$ cat config.mk
export PLATFORM = sky130hd
export DESIGN_NAME = task_slot_table_core
export DESIGN_NICKNAME = d
export VERILOG_FILES = /design/src/rtl/tst_pkg.sv /design/src/rtl/task_slot_table_core.sv
export SDC_FILE = /design/constraint.sdc
export NUM_CORES = 1
export LEC_CHECK = 0
export ABC_CLOCK_PERIOD_IN_PS = 3600
export BUFFER_PORTS_ARGS = -buffer_cell sky130_fd_sc_hd__clkbuf_2
export CAP_MARGIN = 30
export CORE_ASPECT_RATIO = 2
export CORE_MARGIN = 4
export CORE_UTILIZATION = 55
export CTS_CLUSTER_DIAMETER = 50
export CTS_CLUSTER_SIZE = 10
export DETAILED_ROUTE_END_ITERATION = 10
export PLACE_DENSITY = 0.75
export SYNTH_ARGS = -nofsm -noshare
export SYNTH_HDL_FRONTEND = slang
export SYNTH_SLANG_ARGS = --single-unit
$ cat constraint.sdc
create_clock -name aclk -period 3.6 [get_ports aclk]
set_input_delay 0.9 -clock aclk [delete_from_list [all_inputs] [get_ports aclk]]
set_output_delay 0.9 -clock aclk [all_outputs]
set_load 0.05 [all_outputs]
$ cat src/rtl/tst_pkg.sv
// Package for the task slot table: command and status codes and beat field widths.
package tst_pkg;

    // Command codes carried on the slave-side tuser
    typedef enum logic [1:0] {
        CMD_CREATE  = 2'd0,
        CMD_DESTROY = 2'd1,
        CMD_FIND    = 2'd2,
        CMD_LIST    = 2'd3
    } cmd_t;

    // Status codes carried on the master-side tuser
    typedef enum logic [1:0] {
        STAT_OK        = 2'd0,
        STAT_FULL      = 2'd1,
        STAT_NOT_FOUND = 2'd2,
        STAT_EMPTY     = 2'd3
    } status_t;

    // Beat field widths
    localparam int TASK_ID_W   = 16;
    localparam int RESULT_ID_W = 16;
    localparam int SLOT_OUT_W  = 4;
    localparam int M_TDATA_W   = 24;
    localparam int M_PAD_W     = M_TDATA_W - RESULT_ID_W - SLOT_OUT_W;

endpackage

$ cat src/rtl/task_slot_table_core.sv
// Task slot table: create, destroy, find and list tasks held in a slot memory.
// Create answers straight from its command beat; destroy and find walk the slots with a read
// and an evaluate state per slot, and list gives one beat for each used slot.
// One command is handled at a time; the slot walk through the id memory paces destroy, find and list.
// A new command is taken while the last result beat still waits on the master side.
// Reset (aresetn low, synchronous) clears the used flags, the id counter and the output beat.
module task_slot_table_core #(
    parameter int NUM_SLOTS = 12,
    parameter int ID_WIDTH  = 16
) (
    input  logic                                   aclk,
    input  logic                                   aresetn,
    // Command channel
    input  logic                                   s_tvalid,
    output logic                                   s_tready,
    input  logic [tst_pkg::TASK_ID_W-1:0]          s_tdata,   // [15:0] task_id
    input  logic [1:0]                             s_tuser,   // [1:0] cmd
    // Result channel
    output logic                                   m_tvalid,
    input  logic                                   m_tready,
    output logic [tst_pkg::M_TDATA_W-1:0]          m_tdata,   // [15:0] result_id, [19:16] slot
    output logic [1:0]                             m_tuser,   // [1:0] status
    output logic                                   m_tlast    // last
);
    import tst_pkg::*;

    localparam int SLOT_W = (NUM_SLOTS > 1) ? $clog2(NUM_SLOTS) : 1;
    localparam logic [SLOT_W-1:0] LAST_SLOT = SLOT_W'(NUM_SLOTS - 1);

    typedef enum logic [1:0] {
        ST_IDLE,
        ST_READ,
        ST_EVAL,
        ST_EMIT
    } state_t;

    state_t                    state_reg;
    cmd_t                      cmd_reg;
    logic [NUM_SLOTS-1:0]      used_reg;
    logic [ID_WIDTH-1:0]       counter_reg;
    logic [ID_WIDTH-1:0]       want_reg;
    logic [SLOT_W-1:0]         ptr_reg;
    logic [ID_WIDTH-1:0]       rd_data_reg;
    status_t                   pend_status_reg;
    logic [ID_WIDTH-1:0]       pend_id_reg;
    logic [SLOT_W-1:0]         pend_slot_reg;
    logic                      m_valid_reg;
    status_t                   m_status_reg;
    logic [RESULT_ID_W-1:0]    m_id_reg;
    logic [SLOT_OUT_W-1:0]     m_slot_reg;
    logic                      m_last_reg;

    logic [ID_WIDTH-1:0]       id_mem [NUM_SLOTS];

    logic [ID_WIDTH-1:0]       counter_inc;
    logic [ID_WIDTH-1:0]       want_in;
    logic [31:0]               task_id_wide;
    logic                      free_found;
    logic [SLOT_W-1:0]         free_idx;
    logic                      more_above;
    logic                      hit;
    logic                      out_free;
    logic                      accept;
    logic                      mem_we;
    logic                      load_beat;
    logic                      m_valid_next;

    // Fit an id to the result field
    function automatic logic [RESULT_ID_W-1:0] out_id(input logic [ID_WIDTH-1:0] v);
        logic [31:0] w;
        w = 32'(v);
        return w[RESULT_ID_W-1:0];
    endfunction

    // Fit a slot index to the result field
    function automatic logic [SLOT_OUT_W-1:0] out_slot(input logic [SLOT_W-1:0] v);
        logic [7:0] w;
        w = 8'(v);
        return w[SLOT_OUT_W-1:0];
    endfunction

    // Handshake and masked command inputs
    assign s_tready     = (state_reg == ST_IDLE);
    assign accept       = s_tvalid && s_tready;
    assign out_free     = !m_valid_reg || m_tready;
    assign counter_inc  = counter_reg + ID_WIDTH'(1);
    assign task_id_wide = 32'(s_tdata);
    assign want_in      = task_id_wide[ID_WIDTH-1:0];
    assign mem_we       = accept && (cmd_t'(s_tuser) == CMD_CREATE) && free_found;
    assign hit          = used_reg[ptr_reg] && (rd_data_reg == want_reg);

    // Load a result beat when the output register is free
    assign load_beat    = out_free && ((state_reg == ST_EMIT) ||
                          ((state_reg == ST_EVAL) &&
                           ((cmd_reg == CMD_LIST) ? used_reg[ptr_reg] : hit)));
    assign m_valid_next = load_beat || (m_valid_reg && !m_tready);

    // Find the lowest free slot
    always_comb begin
        free_found = 1'b0;
        free_idx   = '0;
        for (int i = NUM_SLOTS - 1; i >= 0; i--) begin
            if (!used_reg[i]) begin
                free_found = 1'b1;
                free_idx   = SLOT_W'(i);
            end
        end
    end

    // Check for a used slot above the walk pointer
    always_comb begin
        more_above = 1'b0;
        for (int i = 0; i < NUM_SLOTS; i++) begin
            if (used_reg[i] && (SLOT_W'(i) > ptr_reg)) begin
                more_above = 1'b1;
            end
        end
    end

    // Id memory: write on create, read at the walk pointer
    always_ff @(posedge aclk) begin
        if (mem_we) begin
            id_mem[free_idx] <= counter_inc;
        end
        rd_data_reg <= id_mem[ptr_reg];
    end

    // Command sequencer and output beat register
    always_ff @(posedge aclk) begin
        if (!aresetn) begin
            state_reg   <= ST_IDLE;
            used_reg    <= '0;
            counter_reg <= '0;
            m_valid_reg <= 1'b0;
        end else begin
            // Hold, drop or load the output beat
            m_valid_reg <= m_valid_next;

            unique case (state_reg)
                ST_IDLE: begin
                    if (s_tvalid) begin
                        cmd_reg  <= cmd_t'(s_tuser);
                        want_reg <= want_in;
                        ptr_reg  <= '0;
                        unique case (cmd_t'(s_tuser))
                            CMD_CREATE: begin
                                counter_reg <= counter_inc;
                                if (free_found) begin
                                    used_reg[free_idx] <= 1'b1;
                                    pend_status_reg    <= STAT_OK;
                                    pend_id_reg        <= counter_inc;
                                    pend_slot_reg      <= free_idx;
                                end else begin
                                    pend_status_reg <= STAT_FULL;
                                    pend_id_reg     <= '0;
                                    pend_slot_reg   <= '0;
                                end
                                state_reg <= ST_EMIT;
                            end
                            CMD_DESTROY, CMD_FIND: begin
                                state_reg <= ST_READ;
                            end
                            CMD_LIST: begin
                                if (used_reg == '0) begin
                                    pend_status_reg <= STAT_EMPTY;
                                    pend_id_reg     <= '0;
                                    pend_slot_reg   <= '0;
                                    state_reg       <= ST_EMIT;
                                end else begin
                                    state_reg <= ST_READ;
                                end
                            end
                        endcase
                    end
                end

                // Wait for the id memory read
                ST_READ: begin
                    state_reg <= ST_EVAL;
                end

                ST_EVAL: begin
                    if (cmd_reg == CMD_LIST) begin
                        // Emit each used slot, skip the rest
                        if (used_reg[ptr_reg]) begin
                            if (out_free) begin
                                m_status_reg <= STAT_OK;
                                m_id_reg     <= out_id(rd_data_reg);
                                m_slot_reg   <= out_slot(ptr_reg);
                                m_last_reg   <= !more_above;
                                if (more_above) begin
                                    ptr_reg   <= ptr_reg + SLOT_W'(1);
                                    state_reg <= ST_READ;
                                end else begin
                                    state_reg <= ST_IDLE;
                                end
                            end
                        end else begin
                            ptr_reg   <= ptr_reg + SLOT_W'(1);
                            state_reg <= ST_READ;
                        end
                    end else if (hit) begin
                        // Report the match, clear it on destroy
                        if (out_free) begin
                            m_status_reg <= STAT_OK;
                            m_id_reg     <= '0;
                            m_slot_reg   <= out_slot(ptr_reg);
                            m_last_reg   <= 1'b1;
                            if (cmd_reg == CMD_DESTROY) begin
                                used_reg[ptr_reg] <= 1'b0;
                            end
                            state_reg <= ST_IDLE;
                        end
                    end else if (ptr_reg == LAST_SLOT) begin
                        pend_status_reg <= STAT_NOT_FOUND;
                        pend_id_reg     <= '0;
                        pend_slot_reg   <= '0;
                        state_reg       <= ST_EMIT;
                    end else begin
                        ptr_reg   <= ptr_reg + SLOT_W'(1);
                        state_reg <= ST_READ;
                    end
                end

                // Send the single pending beat
                ST_EMIT: begin
                    if (out_free) begin
                        m_status_reg <= pend_status_reg;
                        m_id_reg     <= out_id(pend_id_reg);
                        m_slot_reg   <= out_slot(pend_slot_reg);
                        m_last_reg   <= 1'b1;
                        state_reg    <= ST_IDLE;
                    end
                end
            endcase
        end
    end

    // Drive the result channel
    assign m_tvalid = m_valid_reg;
    assign m_tdata  = {{M_PAD_W{1'b0}}, m_slot_reg, m_id_reg};
    assign m_tuser  = m_status_reg;
    assign m_tlast  = m_last_reg;

endmodule

==> results.yml, run 1 <==
power:
  seqPwrFrac_pct: 51.4
  power.share.clock_pct: 43.2
  p_sw_share_pct: 21.4
  vdd.ir_drop.worst_v: 0.000480
  p_sw_uw: 1640
  comb_power_share_pct: 5.4
  p_leak_uw: 0.00520
  intPower_uw: 5990
  pwr_density_cell_nw_per_um2: 532
layout:
  final_cells: 1183
  largest_reg_flops: 192
  multi_input_area_um2: 3620
  regMostFlops: "id_mem"
  num-fill-cells: 1564
  drive_above_1_share_pct: 21.4
  fin_area_um2: 14300
  syn_to_final_growth_pct: 14.3
  antennaDiodeCount: 0
  fin_nets: 912
  final-seq-area_um2: 8720
setup_path:
  regToRegStartpoint: "ptr_reg[0]$_SDFFCE_PN0P_"
  cp_max_fo: 15
  crit_start: "ptr_reg[0]$_SDFFCE_PN0P_"
  crit_path_start_kind: "register"
  path_class: "reg -> reg"
  crit_chain: "mux4_2, nand2b_4, a311oi_4, nor3_1, o21a_1, a311oi_1"
  r2r_end: "ptr_reg[3]$_SDFFCE_PN0P_"
  cp_slowest_cell: "edfxtp_1"
  cp_data_arrival_time_ns: 3.16
  r2r_slack_ns: 0.58
  crit_required_ns: 3.74
  worst_setup_path_end_kind: "register"
  cpPeakStageDelay_ns: 0.70
  rr_worst_depth: 6
sta:
  slew_headroom_pct: 30.0
  hold_viol: 0
  fin_tns_setup_ns: 0
  finalCriticalPeriod_ns: 3.02
  clock_skew_ns: 0.0124
  clock.fmax_ghz: 0.331
  slew_violations: 0
  worst_pin_slew_ns: 1.05
  post-route-period-util_pct: 83.9
  grt_setup_unrepaired: "false"
  setup_viol_count_final: 0
placed_design:
  gp_congestion: 0.935
  dp_hpwl_um: 20400
  dpl-instance-area_um2: 13300
  port_buffers: 46
  post-place-cells: 1124
synth:
  synth_flop_cell: "edfxtp_1"
  synth.yosys.warnings: 0
  synth.distinct_cells: 63
  syn_area_um2: 12500
  synth-edff-count: 259
  syn_inst: 798
  synth_seq_cells: 306
  synth_top_area_share_pct: 62.0
  async_flop_share_pct: 0
  yosys.area.top_type: "edfxtp_1"
  yosys-top-cells-area: "edfxtp_1, mux4_2, dfxtp_1, xor2_1, nand2_1"
  syn_avg_cell_area_um2: 15.7
  seq_area_frac_synth_pct: 69.5
die:
  initial_utilization_pct: 55.7
  rows: 78
  core-area_um2: 22500
  die_h_um: 222
  io_pins: 51
  die_w_um: 115
  die-area_um2: 25400
clock_tree:
  cts_buffers: 36
  hold_buffers: 0
  cts-resized-gates: 0
  clock_latency_ns: 0.51
  clockBufferDepth: 3
  path_clk_slew_ns: 0.06
  htree_levels: 2
  post_cts_buffers: 0
  cts_root_buf: "clkbuf_16"
  cts_num_sinks: 306
  cts_tree: "yes"
route:
  ant_nets: 0
  wl_per_cell_um: 25.6
  routed_via_density: 6.15
  drt-initial-drc-count: 668
  drc: 0
  first_pass_iters: 5
  drt-total-wl_um: 30300
  route.vias.total: 7274
hold_path:
  whs_path_depth: 2
  hold_end: "counter_reg[1]$_SDFFE_PN0P_"
  min-delay-start: "counter_reg[1]$_SDFFE_PN0P_"
  worst_hold_path_type: "reg -> reg"
global_routing:
  grt_pass1_vias: 7725
  grt_max_degree: 49
  track_usage_pct: 24.5
  gr-total-overflow: 0
  grt_pass1_wl_um: 46000
  antenna_found_initial: 0
run_status:
  status: "complete, no violations"
run:
  drv_cap: 0
routing by layer:
| metal | up-vias | share of wire (%) | GRT usage, % |
|---|---|---|---|
| met2 | 306 | 56 | 45.2 |
| li1 | 3231 | - | - |
| met5 | - | 0 | 0 |
| met3 | 88 | 5.1 | 3.28 |
| met4 | 0 | 6.1 | 13.2 |
| met1 | 3649 | 33 | 26.2 |
layout by cell type, fill, tap and decap left out, drive strengths merged, types with 13 or more instances in the layout:
cell type / instances
buf: 38
inv: 14
nor3: 13
edfxtp: 259
nor2b: 21
dfxtp: 47
o21ai: 36
clkbuf: 104
nand3: 13
nor2: 54
nand2: 59
xor2: 31
mux2i: 18
a22o: 16
mux4: 49
cells in the mapped netlist (all sizes together) (3+ instances only):
library cell,number
edfxtp,259
nand2,59
nor2,54
mux4,49
dfxtp,47
o21ai,36
xor2,31
clkbuf,23
nor2b,21
buf,18
mux2i,18
a22o,16
inv,14
nand3,13
nor3,13
a21oi,11
xnor2,11
nor4,10
and3,9
ha,8
nand4,7
or3,7
a31oi,6
and2,5
mux2,4
nand2b,4
o211a,4
a211oi,3
nor4b,3
o21a,3
o31ai,3
per-stage QoR:
step / hold slack (ns) / power, uW / util (%) / setup WS [ns]
finish: 0.503 / 7630 / 63.6 / 0.581
global route: 0.548 / 7870 / 63.6 / 0.384
CTS: 0.498 / 7680 / 63.6 / 0.582
detailed placement: 0.488 / 4400 / 58.9 / 0.599
global placement: 0.488 / 4390 / 58.7 / 0.650
floorplan: 0.467 / 4280 / - / 0.365
how the worst max path moves through the flow:
stage / end / cells past startpoint / slack [ns]
2_1_floorplan: used_reg[2]$_SDFFE_PN0P_ / 6 / 0.36
3_3_place_gp: pend_id_reg[14]$_SDFFCE_PP0P_ / 7 / 0.65
3_5_place_dp: pend_id_reg[14]$_SDFFCE_PP0P_ / 7 / 0.60
4_1_cts: pend_id_reg[14]$_SDFFCE_PP0P_ / 7 / 0.58
5_1_grt: pend_id_reg[14]$_SDFFCE_PP0P_ / 7 / 0.38
6_report: ptr_reg[3]$_SDFFCE_PN0P_ / 6 / 0.58
final cells by class:
cell class | count | area share (%)
clock inverters | 1 | 0.113
inverters | 14 | 0.366
multi-input cells | 440 | 25.3
repair buffers | 84 | 3.73
clock buffers | 58 | 7.30
flip-flops and latches | 306 | 60.8
well taps | 280 | 2.44
worst max-delay path: cells and delay by family (launching register included):
family          cells  cell delay, ns
flops               1            0.70
compound gates      3            1.09
simple gates        2            0.29
mux                 1            0.57
power by group through the flow:
stage	Clock, uW	Combinational, uW	Sequential [uW]
2_1_floorplan	0	269	4010
3_3_place_gp	0	403	3990
3_5_place_dp	0	413	3990
4_1_cts	3350	416	3920
5_1_grt	3500	445	3920
6_report	3290	415	3920
kinds of logic (layout without fill, tap and decap cells):
group                    count (synthesis)  after routing  share of synthesized area (%)
multiplexers                            71             71                           10.6
buffers and inverters                   55            157                           1.96
other                                    1              4                         0.0299
adder cells (fa/ha/maj)                  8              8                          0.798
XOR/XNOR                                42             42                           2.93
flip-flops                             306            306                           69.5
AO/OA/AOI/OAI                          103            103                           5.74
AND/OR/NAND/NOR                        212            212                           8.46
(Power assumes the default switching activity.)
==> inputs of run 2 (changes only) <==
- ABC_CLOCK_PERIOD_IN_PS: 3600 -> 2700
- clock period: 3.6 -> 2.7 ns (I/O delays scaled with it)
==> results.yml, run 2 (synthesis gave the netlist of run 1 again) <==
global_routing:
  gr-total-overflow: 0
  grt_pass1_vias: 7944
  track_usage_pct: 24.6
  grt_pass1_wl_um: 46600
  grt_max_degree: 49
  antenna_found_initial: 0
setup_path:
  crit_chain: "buf_4, mux4_2, nand2b_4, a311oi_4, buf_6, nor2_4, buf_4, o21ai_1, and3_4, clkbuf_16"
  cpMostUsedCell: "buf_4"
  crit_path_start_kind: "register"
  worst_setup_path_end_kind: "register"
  cp_num_buf_inv: 4
  path_class: "reg -> reg"
  crit_required_ns: 2.93
  cp_data_arrival_time_ns: 2.87
  cpPeakStageDelay_ns: 0.49
  cp_slowest_cell: "mux4_2"
  cp_max_fo: 11
  crit_family: "buffers and inverters"
placed_design:
  dpl-instance-area_um2: 13700
  dp_hpwl_um: 20700
  port_buffers: 46
  gp_congestion: 0.943
power:
  vdd.ir_drop.worst_v: 0.000878
  pwr_density_cell_nw_per_um2: 693
  comb_power_share_pct: 6.0
  intPower_uw: 8010
  p_sw_share_pct: 22.3
  total_power_uw: 10300
  p_leak_uw: 0.00545
  seqPwrFrac_pct: 50.6
  power.share.clock_pct: 43.3
  p_sw_uw: 2290
hold_path:
  worst_hold_path_type: "in -> reg"
die:
  initial_utilization_pct: 55.7
  die_h_um: 222
  core-area_um2: 22500
  die-area_um2: 25400
  die_w_um: 115
  rows: 78
  io_pins: 51
sta:
  worst_pin_slew_ns: 1.09
  slew_headroom_pct: 26.9
  hold_viol: 0
  finalCriticalPeriod_ns: 2.63
  slew_violations: 0
  clock.fmax_ghz: 0.380
  setup_viol_count_final: 0
  post-route-period-util_pct: 97.5
  clock_skew_ns: 0.0143
layout:
  multi_input_area_um2: 3660
  num-fill-cells: 1524
  fin_area_um2: 14900
  final-seq-area_um2: 8720
  drive_above_1_share_pct: 25.8
  layout_commonest_cell: "edfxtp_1"
  fin_nets: 953
  regMostFlops: "id_mem"
  layout_common_cells: "edfxtp_1, buf_4, nand2_1"
  syn_to_final_growth_pct: 18.4
  largest_reg_flops: 192
  antennaDiodeCount: 0
clock_tree:
  cts_tree: "yes"
  cts_buffers: 36
  cts_root_buf: "clkbuf_16"
  clockBufferDepth: 3
  clock_latency_ns: 0.52
  hold_buffers: 0
  htree_levels: 2
  cts_num_sinks: 306
  path_clk_slew_ns: 0.06
route:
  wl_per_cell_um: 25.1
  drt-total-wl_um: 30900
  drt-initial-drc-count: 757
  first_pass_iters: 6
  drc: 0
  route.vias.total: 7676
  routed_via_density: 6.24
  ant_nets: 0
run_status:
  status: "complete, no violations"
run:
  drv_cap: 0
[run 2: changes by cell type in the layout (fill, tap and decap cells not counted), moves of 2 or more]
cell	previous run	this run
nor2_1	49	42
clkbuf_1	19	26
buf_12	0	12
buf_4	37	64
buf_6	0	2
nor2_2	4	11
inv_6	0	2
clkbuf_16	39	37
[run 2: routing by layer]
layer	track usage [%]	part of all wire, %
met3	3.22	5.3
met2	44.7	55
met5	0	0
met1	27.4	34
met4	12.7	5.7
[run 2: through the flow]
stage	cells	setup TNS (ns)	hold WS, ns	utilization, %	setup slack, ns
global route	1231	-0.00541	0.317	65.9	-0.00541
CTS	1226	0	0.314	65.6	0.0217
detailed placement	1160	-0.142	0.491	60.8	-0.0239
floorplan	801	0	0.467	-	0.0142
global placement	1158	0	0.479	60.7	0.0634
finish	1231	0	0.323	65.9	0.0670
[run 2: worst register-to-register path, cell delays in order, from the launching register on]
cell and delay, ns:
edfxtp_1 0.43, buf_4 0.15, mux4_2 0.49, nand2b_4 0.16, a311oi_4 0.22, buf_6 0.17, nor2_4 0.05, buf_4 0.14
o21ai_1 0.13, and3_4 0.24, clkbuf_16 0.18
[run 2: layout make-up]
class | instances | area share [%]
repair buffers | 125 | 6.72
clock inverters | 4 | 0.522
inverters | 14 | 0.354
well taps | 280 | 2.36
flip-flops and latches | 306 | 58.7
multi-input cells | 440 | 24.7
clock buffers | 62 | 6.72
[run 2: power groups by stage]
stage	combinational [uW]	sequential (uW)	clock (uW)
after global placement	592	5310	0
after detailed placement	601	5310	0
after floorplan	363	5340	0
after global routing	660	5220	4740
final	619	5220	4460
after CTS	603	5220	4520
[run 2: final timing paths]
kind	depth (start not counted)	end	slack, ns	start
max	10	pend_status_reg[1]$_SDFFCE_PP1P_	0.07	ptr_reg[0]$_SDFFCE_PN0P_
min	1	want_reg[11]$_DFFE_PP_	0.32	s_tdata[11]
max reg2reg	10	pend_status_reg[1]$_SDFFCE_PP1P_	0.07	ptr_reg[0]$_SDFFCE_PN0P_
min reg2reg	2	counter_reg[1]$_SDFFE_PN0P_	0.49	counter_reg[1]$_SDFFE_PN0P_
[run 2: timing repair]
| action | 4_1_cts | 5_1_grt |
|---|---|---|
| cloned | 0 | 1 |
| pin swaps | 0 | 2 |
| setup endpoints to repair | 6 | 59 |
| buffers inserted | 0 | 4 |
| resized for setup | 1 | 5 |
==> inputs of run 3 (changes only) <==
- ABC_AREA: default -> 1
- TNS_END_PERCENT: default -> 5
==> results.yml, run 3 <==
run_status:
  status: "complete, no violations"
layout:
  drive_above_1_share_pct: 13.4
  final_util_pct: 64.8
  syn_to_final_growth_pct: 15.1
  regMostFlops: "id_mem"
  fin_nets: 1273
  final-seq-area_um2: 8720
  fin_area_um2: 14800
  largest_reg_flops: 192
  antennaDiodeCount: 0
  multi_input_area_um2: 3540
  layout_common_cells: "edfxtp_1, nor2_1, o21ai_0"
  num-fill-cells: 1647
  layout_commonest_cell: "edfxtp_1"
setup_path:
  cp_data_arrival_time_ns: 2.96
  path_class: "reg -> reg"
  crit_required_ns: 3.10
  rr_worst_depth: 7
  cp_num_buf_inv: 1
  cpPeakStageDelay_ns: 0.63
  worst_setup_path_end_kind: "register"
  r2r_end: "used_reg[6]$_SDFFE_PN0P_"
  r2r_slack_ns: 0.14
  cp_max_fo: 9
  regToRegStartpoint: "state_reg[1]$_SDFFE_PN0P_"
  crit_path_start_kind: "register"
  crit_family: "compound AO/OA/AOI/OAI gates"
  cp_slowest_cell: "dfxtp_1"
  crit_chain: "inv_1, nor2_4, nand2_1, o31ai_2, nand4_1, o21ai_0, nor2_1"
die:
  io_pins: 51
  die-area_um2: 26000
  die_h_um: 224
  initial_utilization_pct: 56.3
  die_w_um: 116
  core-area_um2: 22800
  rows: 78
placed_design:
  gp_congestion: 1.01
  dp_hpwl_um: 21700
  port_buffers: 46
  dp_worst_setup_slack_ns: 0.182
  dpl-instance-area_um2: 13800
clock_tree:
  path_clk_slew_ns: 0.06
  clockBufferDepth: 3
  cts_tree: "yes"
  post_cts_buffers: 0
  htree_levels: 2
  clock_latency_ns: 0.53
  cts_buffers: 36
  cts_root_buf: "clkbuf_16"
  cts_num_sinks: 306
  cts-resized-gates: 0
  hold_buffers: 0
synth:
  synth.distinct_cells: 45
  syn_avg_cell_area_um2: 11.1
  seq_area_frac_synth_pct: 67.8
  synth.yosys.warnings: 0
  yosys.area.top_type: "edfxtp_1"
  yosys-top-cells-area: "edfxtp_1, dfxtp_1, nor2_1, o21ai_0, nand2_1"
  syn_area_um2: 12900
  synth-edff-count: 259
  synth_seq_cells: 306
  synth_flop_cell: "edfxtp_1"
  synth_top_area_share_pct: 60.5
  syn_inst: 1158
  synth_common_cells: "edfxtp_1, nor2_1, o21ai_0, nand2_1, inv_1"
  synth_most_common_cell: "edfxtp_1"
  async_flop_share_pct: 0
sta:
  worst_pin_slew_ns: 1.02
  finalCriticalPeriod_ns: 2.56
  slew_headroom_pct: 32.0
  setup_ws_ns: 0.138
  clock_skew_ns: 0.0163
  post-route-period-util_pct: 94.9
  grt_setup_unrepaired: "false"
  setup_viol_count_final: 0
  clock.fmax_ghz: 0.390
  hold_viol: 0
  slew_violations: 0
global_routing:
  grt_pass1_vias: 9213
  antenna_found_initial: 0
  grt_pass1_wl_um: 49900
  grt_max_degree: 97
  track_usage_pct: 25.5
  gr-total-overflow: 0
power:
  p_sw_share_pct: 25.2
  seqPwrFrac_pct: 49.4
  p_sw_uw: 2780
  vdd.ir_drop.worst_v: 0.000659
  intPower_uw: 8250
  comb_power_share_pct: 11.6
  power.share.clock_pct: 38.9
  pwr_density_cell_nw_per_um2: 745
  p_leak_uw: 0.00544
route:
  route.vias.total: 9147
  wl_per_cell_um: 21.2
  drt-initial-drc-count: 1002
  first_pass_iters: 6
  drt-total-wl_um: 32600
  drc: 0
  ant_nets: 0
  routed_via_density: 5.96
hold_path:
  hold_end: "want_reg[11]$_DFFE_PP_"
  worst_hold_path_type: "in -> reg"
  whs_path_depth: 1
  min-delay-start: "s_tdata[11]"
run:
  drv_cap: 0
## run 3: cell count changes in the layout (fill, tap and decap cells not counted), sizes merged, moves of 12 or more
cell / before / now
nor2: 54 / 191
nor2b: 21 / 0
nand2: 59 / 141
a41oi: 1 / 13
inv: 16 / 100
o21ai: 36 / 144
buf: 78 / 55
nand3: 13 / 34
xor2: 31 / 9
clkbuf: 109 / 93
a21oi: 11 / 41
mux2i: 18 / 0
mux4: 49 / 0
o22ai: 0 / 36
## run 3: cell type report
class	count	area share, %
repair buffers	101	5.44
well taps	280	2.37
clock buffers	47	6.36
multi-input cells	699	23.9
inverters	99	2.53
flip-flops and latches	306	58.9
clock inverters	4	0.507
## run 3: cells by family after synthesis
family	synth area share [%]
other	0.0292
buffers and inverters	4.96
xor gates and xnor gates	1.50
and+or+nand+nor	12.6
DFF	67.8
AOI/OAI and AO/OA	12.3
adders and majority gates	0.778
## run 3: power groups by stage
stage / logic (uW) / clock network [uW] / registers, uW
finish: 1280 / 4290 / 5450
global route: 1390 / 4560 / 5460
CTS: 1270 / 4340 / 5450
detailed placement: 1260 / 0 / 5540
global placement: 1240 / 0 / 5530
floorplan: 797 / 0 / 5570
## run 3: layer usage
| layer | up-vias | track usage, % | share of wire (%) |
|---|---|---|---|
| met5 | - | 0 | 0 |
| li1 | 4207 | - | - |
| met1 | 4394 | 28.0 | 34 |
| met3 | 143 | 3.61 | 5.5 |
| met2 | 403 | 45.6 | 54 |
| met4 | 0 | 15.2 | 6.1 |
## run 3: through the flow
stage / hold WS [ns] / instances / setup TNS [ns] / power (uW)
3_3_place_gp: 0.513 / 1484 / 0 / 6770
2_1_floorplan: 0.500 / 1161 / -5.61 / 6370
6_report: 0.326 / 1536 / 0 / 11000
3_5_place_dp: 0.518 / 1485 / 0 / 6800
5_1_grt: 0.323 / 1536 / 0 / 11400
4_1_cts: 0.317 / 1536 / 0 / 11100
## run 3: worst max path at each step
stage | cells past startpoint | endpoint | from | slack [ns]
after floorplan | 12 | m_id_reg[0]$_DFFE_PP_ | ptr_reg[0]$_SDFFCE_PN0P_ | -0.23
after global placement | 10 | m_tuser[0]$_SDFFCE_PN0P_ | ptr_reg[0]$_SDFFCE_PN0P_ | 0.25
after detailed placement | 10 | m_tuser[0]$_SDFFCE_PN0P_ | ptr_reg[0]$_SDFFCE_PN0P_ | 0.18
after CTS | 11 | m_slot_reg[1]$_DFFE_PP_ | ptr_reg[1]$_SDFFCE_PN0P_ | 0.17
after global routing | 12 | counter_reg[12]$_SDFFE_PN0P_ | counter_reg[0]$_SDFFE_PN0P_ | 0.03
final | 7 | used_reg[6]$_SDFFE_PN0P_ | state_reg[1]$_SDFFE_PN0P_ | 0.14
